File: config.mk
export PLATFORM = sky130hd
export DESIGN_NAME = scancode_to_char_fifo
export DESIGN_NICKNAME = d
export VERILOG_FILES = /design/src/rtl/sctc_pkg.sv /design/src/rtl/sctc_fifo.sv /design/src/rtl/sctc_front.sv /design/src/rtl/sctc_back.sv /design/src/rtl/scancode_to_char_fifo.sv
export SDC_FILE = /design/constraint.sdc
export NUM_CORES = 2
export LEC_CHECK = 0
export ABC_AREA = 1
export BUFFER_PORTS_ARGS = -buffer_cell sky130_fd_sc_hd__buf_4
export CELL_PAD_IN_SITES_DETAIL_PLACEMENT = 0
export CELL_PAD_IN_SITES_GLOBAL_PLACEMENT = 1
export CORE_MARGIN = 2
export CORE_UTILIZATION = 25
export CTS_CLUSTER_SIZE = 10
export DETAILED_ROUTE_END_ITERATION = 10
export PLACE_DENSITY = 0.53
export SLEW_MARGIN = 25
export SYNTH_ARGS = -nofsm -noshare
export SYNTH_HDL_FRONTEND = slang
export SYNTH_SLANG_ARGS = --single-unit
File: constraint.sdc
create_clock -name clock -period 6.7 [get_ports clock]
set_clock_uncertainty 0.2 [all_clocks]
set_input_delay 1.005 -clock clock [delete_from_list [all_inputs] [get_ports clock]]
set_output_delay 1.005 -clock clock [all_outputs]
set_load 0.05 [all_outputs]
File: src/rtl/sctc_pkg.sv
// Package: shared types, constants and scan code tables for the scan code translator.
package sctc_pkg;

   localparam int QUEUE_DEPTH_DEFAULT = 256;
   localparam int LINK_DEPTH          = 2;
   localparam int RSP_DEPTH           = 4;

   localparam logic OP_SCAN = 1'b0;
   localparam logic OP_READ = 1'b1;

   localparam logic [7:0] CODE_LSHIFT_MAKE  = 8'h2A;
   localparam logic [7:0] CODE_RSHIFT_MAKE  = 8'h36;
   localparam logic [7:0] CODE_LSHIFT_BREAK = 8'hAA;
   localparam logic [7:0] CODE_RSHIFT_BREAK = 8'hB6;
   localparam logic [7:0] CODE_BACKSPACE    = 8'h0E;
   localparam logic [7:0] CODE_ENTER        = 8'h1C;
   localparam logic [7:0] CODE_UP           = 8'h48;
   localparam logic [7:0] CODE_DOWN         = 8'h50;
   localparam logic [7:0] CODE_LEFT         = 8'h4B;
   localparam logic [7:0] CODE_RIGHT        = 8'h4D;

   localparam logic [6:0] CHR_NONE      = 7'h00;
   localparam logic [6:0] CHR_BACKSPACE = 7'h08;
   localparam logic [6:0] CHR_ENTER     = 7'h0A;
   localparam logic [6:0] CHR_UP        = 7'h10;
   localparam logic [6:0] CHR_DOWN      = 7'h11;
   localparam logic [6:0] CHR_LEFT      = 7'h12;
   localparam logic [6:0] CHR_RIGHT     = 7'h13;

   // Classified operation handed from the front end to the back end.
   typedef struct packed {
      logic       is_read;
      logic [6:0] chr;
   } sctc_op_type;

   // One result item.
   typedef struct packed {
      logic       char_valid;
      logic [6:0] echo_char;
      logic [6:0] read_char;
      logic       available;
      logic       dropped;
   } sctc_rsp_type;

   function automatic logic [6:0] plain_char(input logic [6:0] idx);
      logic [6:0] c;
      case (idx)
         7'h02: c = 7'h31;  7'h03: c = 7'h32;  7'h04: c = 7'h33;  7'h05: c = 7'h34;
         7'h06: c = 7'h35;  7'h07: c = 7'h36;  7'h08: c = 7'h37;  7'h09: c = 7'h38;
         7'h0A: c = 7'h39;  7'h0B: c = 7'h30;  7'h0C: c = 7'h2D;  7'h0D: c = 7'h3D;
         7'h0E: c = 7'h08;  7'h0F: c = 7'h09;
         7'h10: c = 7'h71;  7'h11: c = 7'h77;  7'h12: c = 7'h65;  7'h13: c = 7'h72;
         7'h14: c = 7'h74;  7'h15: c = 7'h79;  7'h16: c = 7'h75;  7'h17: c = 7'h69;
         7'h18: c = 7'h6F;  7'h19: c = 7'h70;  7'h1A: c = 7'h5B;  7'h1B: c = 7'h5D;
         7'h1C: c = 7'h0A;  7'h1E: c = 7'h61;  7'h1F: c = 7'h73;
         7'h20: c = 7'h64;  7'h21: c = 7'h66;  7'h22: c = 7'h67;  7'h23: c = 7'h68;
         7'h24: c = 7'h6A;  7'h25: c = 7'h6B;  7'h26: c = 7'h6C;  7'h27: c = 7'h3B;
         7'h28: c = 7'h27;  7'h29: c = 7'h60;  7'h2B: c = 7'h5C;  7'h2C: c = 7'h7A;
         7'h2D: c = 7'h78;  7'h2E: c = 7'h63;  7'h2F: c = 7'h76;
         7'h30: c = 7'h62;  7'h31: c = 7'h6E;  7'h32: c = 7'h6D;  7'h33: c = 7'h2C;
         7'h34: c = 7'h2E;  7'h35: c = 7'h2F;  7'h37: c = 7'h2A;  7'h39: c = 7'h20;
         7'h47: c = 7'h37;
         7'h48: c = 7'h38;  7'h49: c = 7'h39;  7'h4A: c = 7'h2D;  7'h4B: c = 7'h34;
         7'h4C: c = 7'h35;  7'h4D: c = 7'h36;  7'h4E: c = 7'h2B;  7'h4F: c = 7'h31;
         7'h50: c = 7'h32;  7'h51: c = 7'h33;  7'h52: c = 7'h30;  7'h53: c = 7'h2E;
         default: c = CHR_NONE;
      endcase
      return c;
   endfunction

   // Shifted table: only the entries that differ from the plain table are listed.
   function automatic logic [6:0] shifted_char(input logic [6:0] idx);
      logic [6:0] c;
      case (idx)
         7'h02: c = 7'h21;  7'h03: c = 7'h40;  7'h04: c = 7'h23;  7'h05: c = 7'h24;
         7'h06: c = 7'h25;  7'h07: c = 7'h5E;  7'h08: c = 7'h26;  7'h09: c = 7'h2A;
         7'h0A: c = 7'h28;  7'h0B: c = 7'h29;  7'h0C: c = 7'h5F;  7'h0D: c = 7'h2B;
         7'h10: c = 7'h51;  7'h11: c = 7'h57;  7'h12: c = 7'h45;  7'h13: c = 7'h52;
         7'h14: c = 7'h54;  7'h15: c = 7'h59;  7'h16: c = 7'h55;  7'h17: c = 7'h49;
         7'h18: c = 7'h4F;  7'h19: c = 7'h50;  7'h1A: c = 7'h7B;  7'h1B: c = 7'h7D;
         7'h1E: c = 7'h41;  7'h1F: c = 7'h53;
         7'h20: c = 7'h44;  7'h21: c = 7'h46;  7'h22: c = 7'h47;  7'h23: c = 7'h48;
         7'h24: c = 7'h4A;  7'h25: c = 7'h4B;  7'h26: c = 7'h4C;  7'h27: c = 7'h3A;
         7'h28: c = 7'h22;  7'h29: c = 7'h7E;  7'h2B: c = 7'h7C;  7'h2C: c = 7'h5A;
         7'h2D: c = 7'h58;  7'h2E: c = 7'h43;  7'h2F: c = 7'h56;
         7'h30: c = 7'h42;  7'h31: c = 7'h4E;  7'h32: c = 7'h4D;  7'h33: c = 7'h3C;
         7'h34: c = 7'h3E;  7'h35: c = 7'h3F;
         default: c = plain_char(idx);
      endcase
      return c;
   endfunction

endpackage

File: src/rtl/sctc_fifo.sv
// Small register-based FIFO used for the link queue and the result queue.
module sctc_fifo #(
   parameter int DEPTH = 2,
   parameter int WIDTH = 8
) (
   input  logic             clock,
   input  logic             reset,
   input  logic             push,
   input  logic [WIDTH-1:0] push_data,
   input  logic             pop,
   output logic [WIDTH-1:0] pop_data,
   output logic             full,
   output logic             almost_full,
   output logic             empty
);

   localparam int PTR_W = (DEPTH > 1) ? $clog2(DEPTH) : 1;
   localparam int CNT_W = $clog2(DEPTH + 1);
   localparam logic [PTR_W-1:0] LAST_PTR = PTR_W'(DEPTH - 1);

   logic [WIDTH-1:0] mem_ff [DEPTH];
   logic [PTR_W-1:0] rd_ptr_ff, rd_ptr_in;
   logic [PTR_W-1:0] wr_ptr_ff, wr_ptr_in;
   logic [CNT_W-1:0] count_ff, count_in;
   logic             do_push, do_pop;

   assign full        = (count_ff == CNT_W'(DEPTH));
   assign almost_full = (count_ff >= CNT_W'(DEPTH - 1));
   assign empty       = (count_ff == '0);
   assign do_push     = push && !full;
   assign do_pop      = pop && !empty;
   assign pop_data    = mem_ff[rd_ptr_ff];

   always_comb begin
      rd_ptr_in = rd_ptr_ff;
      wr_ptr_in = wr_ptr_ff;
      count_in  = count_ff;
      if (do_push) begin
         wr_ptr_in = (wr_ptr_ff == LAST_PTR) ? '0 : wr_ptr_ff + 1'b1;
      end
      if (do_pop) begin
         rd_ptr_in = (rd_ptr_ff == LAST_PTR) ? '0 : rd_ptr_ff + 1'b1;
      end
      if (do_push && !do_pop) begin
         count_in = count_ff + 1'b1;
      end else if (do_pop && !do_push) begin
         count_in = count_ff - 1'b1;
      end
   end

   always_ff @(posedge clock) begin
      if (reset) begin
         rd_ptr_ff <= '0;
         wr_ptr_ff <= '0;
         count_ff  <= '0;
      end else begin
         rd_ptr_ff <= rd_ptr_in;
         wr_ptr_ff <= wr_ptr_in;
         count_ff  <= count_in;
      end
   end

   always_ff @(posedge clock) begin
      if (do_push) begin
         mem_ff[wr_ptr_ff] <= push_data;
      end
   end

endmodule

File: src/rtl/sctc_front.sv
// Front end: accepts requests, tracks shift and translates scan codes to characters.
module sctc_front (
   input  logic                 clock,
   input  logic                 reset,
   input  logic                 req_push,
   input  logic                 req_opcode,
   input  logic [7:0]           req_scan_byte,
   input  logic                 link_full,
   output logic                 op_push,
   output sctc_pkg::sctc_op_type op
);

   logic       shift_held_ff, shift_held_in;
   logic [6:0] chr;

   assign op_push = req_push && !link_full;

   always_comb begin
      shift_held_in = shift_held_ff;
      chr           = sctc_pkg::CHR_NONE;
      if (req_scan_byte == sctc_pkg::CODE_LSHIFT_MAKE ||
          req_scan_byte == sctc_pkg::CODE_RSHIFT_MAKE) begin
         shift_held_in = 1'b1;
      end else if (req_scan_byte == sctc_pkg::CODE_LSHIFT_BREAK ||
                   req_scan_byte == sctc_pkg::CODE_RSHIFT_BREAK) begin
         shift_held_in = 1'b0;
      end else if (req_scan_byte[7]) begin
         chr = sctc_pkg::CHR_NONE;
      end else if (req_scan_byte == sctc_pkg::CODE_BACKSPACE) begin
         chr = sctc_pkg::CHR_BACKSPACE;
      end else if (req_scan_byte == sctc_pkg::CODE_ENTER) begin
         chr = sctc_pkg::CHR_ENTER;
      end else if (req_scan_byte == sctc_pkg::CODE_UP) begin
         chr = sctc_pkg::CHR_UP;
      end else if (req_scan_byte == sctc_pkg::CODE_DOWN) begin
         chr = sctc_pkg::CHR_DOWN;
      end else if (req_scan_byte == sctc_pkg::CODE_LEFT) begin
         chr = sctc_pkg::CHR_LEFT;
      end else if (req_scan_byte == sctc_pkg::CODE_RIGHT) begin
         chr = sctc_pkg::CHR_RIGHT;
      end else if (shift_held_ff) begin
         chr = sctc_pkg::shifted_char(req_scan_byte[6:0]);
      end else begin
         chr = sctc_pkg::plain_char(req_scan_byte[6:0]);
      end
      op.is_read = (req_opcode == sctc_pkg::OP_READ);
      op.chr     = chr;
   end

   // Shift state moves only on an accepted scan byte.
   always_ff @(posedge clock) begin
      if (reset) begin
         shift_held_ff <= 1'b0;
      end else if (op_push && req_opcode == sctc_pkg::OP_SCAN) begin
         shift_held_ff <= shift_held_in;
      end
   end

endmodule

File: src/rtl/sctc_back.sv
// Back end: character ring buffer, its pointers, and result assembly.
module sctc_back #(
   parameter int QUEUE_DEPTH = sctc_pkg::QUEUE_DEPTH_DEFAULT
) (
   input  logic                  clock,
   input  logic                  reset,
   input  logic                  op_valid,
   input  sctc_pkg::sctc_op_type  op,
   output logic                  op_pop,
   input  logic                  rsp_full,
   input  logic                  rsp_almost_full,
   output logic                  rsp_push,
   output sctc_pkg::sctc_rsp_type rsp_data
);

   localparam int PTR_W = $clog2(QUEUE_DEPTH);
   localparam logic [PTR_W-1:0] LAST_PTR = PTR_W'(QUEUE_DEPTH - 1);

   logic [6:0]       ring_mem [QUEUE_DEPTH];
   logic [PTR_W-1:0] rd_ptr_ff, rd_ptr_in;
   logic [PTR_W-1:0] wr_ptr_ff, wr_ptr_in;
   logic [PTR_W-1:0] rd_next, wr_next;
   logic             ring_we, ring_re;
   logic             issue;

   logic                   s1_valid_ff;
   sctc_pkg::sctc_rsp_type s1_rsp_ff, s1_rsp_in;
   logic                   s1_hit_ff, s1_hit_in;
   logic [6:0]             rd_data_ff;

   // Issue only when the result queue has room for this item and the one in flight.
   assign issue   = op_valid && !rsp_full && !(rsp_almost_full && s1_valid_ff);
   assign op_pop  = issue;
   assign rd_next = (rd_ptr_ff == LAST_PTR) ? '0 : rd_ptr_ff + 1'b1;
   assign wr_next = (wr_ptr_ff == LAST_PTR) ? '0 : wr_ptr_ff + 1'b1;

   always_comb begin
      rd_ptr_in = rd_ptr_ff;
      wr_ptr_in = wr_ptr_ff;
      ring_we   = 1'b0;
      ring_re   = 1'b0;
      s1_hit_in = 1'b0;
      s1_rsp_in = '0;
      if (issue) begin
         if (op.is_read) begin
            if (rd_ptr_ff != wr_ptr_ff) begin
               ring_re   = 1'b1;
               s1_hit_in = 1'b1;
               rd_ptr_in = rd_next;
            end
         end else if (op.chr != sctc_pkg::CHR_NONE) begin
            s1_rsp_in.char_valid = 1'b1;
            s1_rsp_in.echo_char  = op.chr;
            if (wr_next != rd_ptr_ff) begin
               ring_we   = 1'b1;
               wr_ptr_in = wr_next;
            end else begin
               s1_rsp_in.dropped = 1'b1;
            end
         end
      end
      s1_rsp_in.available = (rd_ptr_in != wr_ptr_in);
   end

   always_comb begin
      rsp_push           = s1_valid_ff;
      rsp_data           = s1_rsp_ff;
      rsp_data.read_char = s1_hit_ff ? rd_data_ff : sctc_pkg::CHR_NONE;
   end

   always_ff @(posedge clock) begin
      if (reset) begin
         rd_ptr_ff   <= '0;
         wr_ptr_ff   <= '0;
         s1_valid_ff <= 1'b0;
      end else begin
         rd_ptr_ff   <= rd_ptr_in;
         wr_ptr_ff   <= wr_ptr_in;
         s1_valid_ff <= issue;
      end
   end

   always_ff @(posedge clock) begin
      s1_rsp_ff <= s1_rsp_in;
      s1_hit_ff <= s1_hit_in;
   end

   always_ff @(posedge clock) begin
      if (ring_we) begin
         ring_mem[wr_ptr_ff] <= op.chr;
      end
   end

   always_ff @(posedge clock) begin
      if (ring_re) begin
         rd_data_ff <= ring_mem[rd_ptr_ff];
      end
   end

endmodule

File: src/rtl/scancode_to_char_fifo.sv
// Top level: scan code set 1 translator with a character ring FIFO.
//
//   channel  | handshake           | payload
//   ---------+---------------------+--------------------------------------------------
//   request  | req_push / req_full | req_opcode, req_scan_byte
//   response | rsp_pop / rsp_empty | rsp_char_valid, rsp_echo_char, rsp_read_char,
//            |                     | rsp_available, rsp_dropped
//
// One item per cycle sustained while the consumer pops; each item makes a single ring access.
// A result reaches rsp_ via the link queue, the back-end register and the result queue.
// Reset clears the shift state, the ring pointers and both internal queues; the ring
// contents are not cleared and need no sweep.
// A stalled result side fills the four-entry result queue, then the two-entry link queue,
// and only then raises req_full.
module scancode_to_char_fifo #(
   parameter int QUEUE_DEPTH = sctc_pkg::QUEUE_DEPTH_DEFAULT
) (
   input  logic       clock,
   input  logic       reset,
   input  logic       req_push,
   output logic       req_full,
   input  logic       req_opcode,
   input  logic [7:0] req_scan_byte,
   output logic       rsp_empty,
   input  logic       rsp_pop,
   output logic       rsp_char_valid,
   output logic [6:0] rsp_echo_char,
   output logic [6:0] rsp_read_char,
   output logic       rsp_available,
   output logic       rsp_dropped
);

   localparam int OP_W  = $bits(sctc_pkg::sctc_op_type);
   localparam int RSP_W = $bits(sctc_pkg::sctc_rsp_type);

   // Front end to link queue.
   logic                   front_push;
   sctc_pkg::sctc_op_type  front_op;
   logic                   link_full;

   // Link queue to back end.
   logic                   link_empty;
   logic                   link_pop;
   logic [OP_W-1:0]        link_data;
   sctc_pkg::sctc_op_type  back_op;

   // Back end to result queue.
   logic                   back_push;
   sctc_pkg::sctc_rsp_type back_rsp;
   logic                   rsp_full;
   logic                   rsp_almost_full;
   logic [RSP_W-1:0]       rsp_data;
   sctc_pkg::sctc_rsp_type rsp_item;

   assign req_full = link_full;
   assign back_op  = sctc_pkg::sctc_op_type'(link_data);
   assign rsp_item = sctc_pkg::sctc_rsp_type'(rsp_data);

   // Drive the result ports straight from the head of the result queue.
   assign rsp_char_valid = rsp_item.char_valid;
   assign rsp_echo_char  = rsp_item.echo_char;
   assign rsp_read_char  = rsp_item.read_char;
   assign rsp_available  = rsp_item.available;
   assign rsp_dropped    = rsp_item.dropped;

   // Classify and translate each request, track shift.
   sctc_front u_front (
      .clock         (clock),
      .reset         (reset),
      .req_push      (req_push),
      .req_opcode    (req_opcode),
      .req_scan_byte (req_scan_byte),
      .link_full     (link_full),
      .op_push       (front_push),
      .op            (front_op)
   );

   // Hold classified operations so front and back stall independently.
   sctc_fifo #(
      .DEPTH (sctc_pkg::LINK_DEPTH),
      .WIDTH (OP_W)
   ) u_link_fifo (
      .clock       (clock),
      .reset       (reset),
      .push        (front_push),
      .push_data   (front_op),
      .pop         (link_pop),
      .pop_data    (link_data),
      .full        (link_full),
      .almost_full (),
      .empty       (link_empty)
   );

   // Advance the character ring and assemble each result.
   sctc_back #(
      .QUEUE_DEPTH (QUEUE_DEPTH)
   ) u_back (
      .clock           (clock),
      .reset           (reset),
      .op_valid        (!link_empty),
      .op              (back_op),
      .op_pop          (link_pop),
      .rsp_full        (rsp_full),
      .rsp_almost_full (rsp_almost_full),
      .rsp_push        (back_push),
      .rsp_data        (back_rsp)
   );

   // Queue finished results until the consumer pops them.
   sctc_fifo #(
      .DEPTH (sctc_pkg::RSP_DEPTH),
      .WIDTH (RSP_W)
   ) u_rsp_fifo (
      .clock       (clock),
      .reset       (reset),
      .push        (back_push),
      .push_data   (back_rsp),
      .pop         (rsp_pop),
      .pop_data    (rsp_data),
      .full        (rsp_full),
      .almost_full (rsp_almost_full),
      .empty       (rsp_empty)
   );

endmodule

==> run metrics <==
crit-path max cell delay 1.00 ns; post-route ant nets 0; area delta synth->final 13.7%; CP endpoint kind flip-flop; Initial DRC Count 5394; via count 51404; slew margin rel. 0.303; die area 318000 µm²; FP Rows 205; Worst-Margin Slew 1.04 ns; synth unique cells 49; CP delay by family, top simple AND/OR/NAND/NOR gates; crit path buf inv count 2; f_max 200 MHz; final setup vio count 0; final hold violations 0; TNS Setup 0 ns; syn_area_per_cell 12.4 µm²; combinational power share 0.311; postcts setup bufs 0; CTS tree done; CP Cell Sequence inv_4 > nand2_1 > nand3_1 > nand2_1 > nor2_1 > nand3_1 > nor2_2 > nand3_4 > nand2_4 > inv_4 > nand3_2 > nor2_1; fin crit share 0.745; H-tree depth 4; startpoint types flip-flop; IO Count 32; maximum fanout along the worst path 64; Worst path slowest cell dfxtp_4; Die X 564 µm; die height 564 µm; Internal Power 23.7 mW; P_sw 14.4 mW; status completed; core area 312000 µm²; first-pass GRT wire length 368 mm; Synth area leaders edfxtp_1, nor2_1, o21ai_0; min cycle time layout 4.99 ns; Seq pwr share 0.405; post-synthesis sequential area ratio 0.733; Fin Hold WS 0.180 ns; DRC 0; Max Slew Vio Count 0; Mapped Area 78400 µm²; hold crit path type input port to flip-flop; Tot GR Track Use 0.157; Final Instance Count excl. Fillers 10433; RSZ-0062 raised after global routing no; layout cells sized above 1 0.0690; vias in the first global route 51592; Post-Synthesis Cells 6302; CP Data Arrival Time 5.29 ns; Crit Path Category flip-flop to flip-flop; clk slew on worst S/H paths 0.06 ns; # placed instances 10109; WL final 256 mm; largest net degree at the start of global routing 225; Leakage 27.8 nW; worst vdd ir 0.333 mV; Num CTS Buffers 219; Yosys warning count 0; Synthesized Nets 6338; total clock sinks 1926; Async SR Flop Fraction 0; dpl hpwl 148 mm; first drt pass iteration count 6; WP data required 7.01 ns; PwrDens 428 nW/µm²; I/O Buffers 31; DR WL/cell 24.5 µm; ys flop type edfxtp_1; later-pin clock latency in the skew report 0.88 ns; Total Nets Final 6226; EDFF count, synth 1883; Yosys top cell by area edfxtp_1; Clock Tree Root clkbuf_16; via-per-instance ratio 4.93; cts hold-fix bufs 0; post-synth top area share 0.722; switching part of the total 0.377; cells resized by post-CTS repair 0; CTS Buffer Depth 3; number of max-cap violations 0; Final Wtd Congestion 0.833; initial antenna violation count 8; Seq cells post-synth 1926; Remaining Overflow, GRT 0; Clock power frac 0.284; Initial Util 0.251
==> cells by family (layout without fill, tap and decap cells) <==
kind of cell,after synthesis,in the layout,synth area share
simple gates,2121,2121,0.112
xor+xnor,5,5,0.000559
other cells,0,1,0
buf+inv,593,583,0.0309
fa+ha+maj,23,23,0.00377
compound gates,1634,1634,0.120
flops,1926,1926,0.733
==> worst paths after layout <==
kind	slack [ns]	cells after the start	end	startpoint
hold / removal	0.18	1	u_link_fifo.mem_ff[0][7]$_DFFE_PP_	req_opcode
hold reg to reg	0.27	2	flip-flop	u_link_fifo.rd_ptr_ff$_SDFFE_PP0P_
setup reg to reg	1.71	12	u_back.ring_mem[121][1]$_DFFE_PP_	u_back.rd_ptr_ff[2]$_SDFF_PP0_
setup / recovery	1.71	12	u_back.ring_mem[121][1]$_DFFE_PP_	u_back.rd_ptr_ff[2]$_SDFF_PP0_
==> cell usage in the layout (no fill, tap or decap), drive strengths merged, types with 8 or more instances in the layout <==
cell type and n:
o22ai 293, o221ai 169, o21ai 984, nor2 1330, ha 22, nand2 423, clkbuf 293, nand3 279
nor4 8, nand3b 8, inv 153, dfxtp 43, nor3 16, a21oi 103, buf 106, edfxtp 1883
o211ai 62, a31oi 8, nand4 53, clkinv 29
==> through the flow <==
stage	power [mW]	utilization	setup WS, ns	instance area (µm²)
2_1_floorplan	22.6	-	2.28	78400
3_3_place_gp	27.8	0.266	1.75	82900
4_1_cts	38.5	0.286	1.77	89100
3_5_place_dp	27.7	0.266	1.77	82900
5_1_grt	39.8	0.286	1.54	89100
6_report	38.1	0.286	1.71	89100
==> layout make-up <==
cell class | count | area, µm²
Tap cell | 4140 | 5180
Sequential cell | 1926 | 57400
Multi-Input combinational cell | 3783 | 18600
Clock buffer | 293 | 5830
Clock inverter | 30 | 415
Timing Repair Buffer | 106 | 1020
Fill cell | 31812 | 223000
Inverter | 154 | 663
Antenna cell | 1 | 2.50
==> worst reg2reg max path: cells and delay by family (launching register included) <==
kind / cells / cell delay, ns
simple gates: 10 / 2.36
buf+inv: 2 / 1.05
flops: 1 / 1.00
==> cells in the mapped netlist (2+ instances only) <==
cell type  instances
a32oi_1            2
o211ai_1          62
o21ai_0          984
buf_2             85
nor2_4             4
nand3_4            3
nand3_2            5
nand3_1          271
buf_1             24
nand4_1           46
nand2_1          414
buf_4             10
nor4_1             8
clkinv_1           4
buf_6              4
nand4_4            7
inv_1            140
o221ai_1         169
o2111ai_1          5
xor2_1             4
edfxtp_1        1883
o31ai_1            2
inv_4              2
clkbuf_1         315
dfxtp_1           43
nor2_2            13
nand3b_1           8
nand2_2            5
ha_1              22
nor3_1            15
nor2_1          1313
or2_2              2
inv_2              8
a21oi_1          103
a31oi_1            8
nand2_4            4
o22ai_1          293
==> per-layer routing <==
| layer | track usage | vias up | part of all wire |
|---|---|---|---|
| met3 | 0.0221 | 368 | 0.055 |
| li1 | - | 23034 | - |
| met1 | 0.210 | 26218 | 0.44 |
| met4 | 0.0499 | 0 | 0.030 |
| met2 | 0.262 | 1784 | 0.48 |
| met5 | 0 | - | 0 |
==> power by group through the flow <==
stage / registers (mW) / logic [mW] / clock network (mW)
floorplan: 15.9 / 6.71 / 0
global placement: 15.7 / 12.1 / 0
detailed placement: 15.7 / 12.0 / 0
CTS: 15.5 / 12.0 / 11.0
global route: 15.5 / 12.9 / 11.5
finish: 15.5 / 11.8 / 10.8
==> flip-flops by register name, indices dropped and copies added (netlist names), 3 cells and up, named ones only <==
name	cells
u_back.ring_mem	1792
u_rsp_fifo.mem_ff	68
u_link_fifo.mem_ff	16
u_back.rsp_data	10
u_back.rd_ptr_ff	8
u_back.wr_ptr_ff	8
u_back.rd_data_ff	7
u_rsp_fifo.count_ff	3
(Power assumes the default switching activity.)
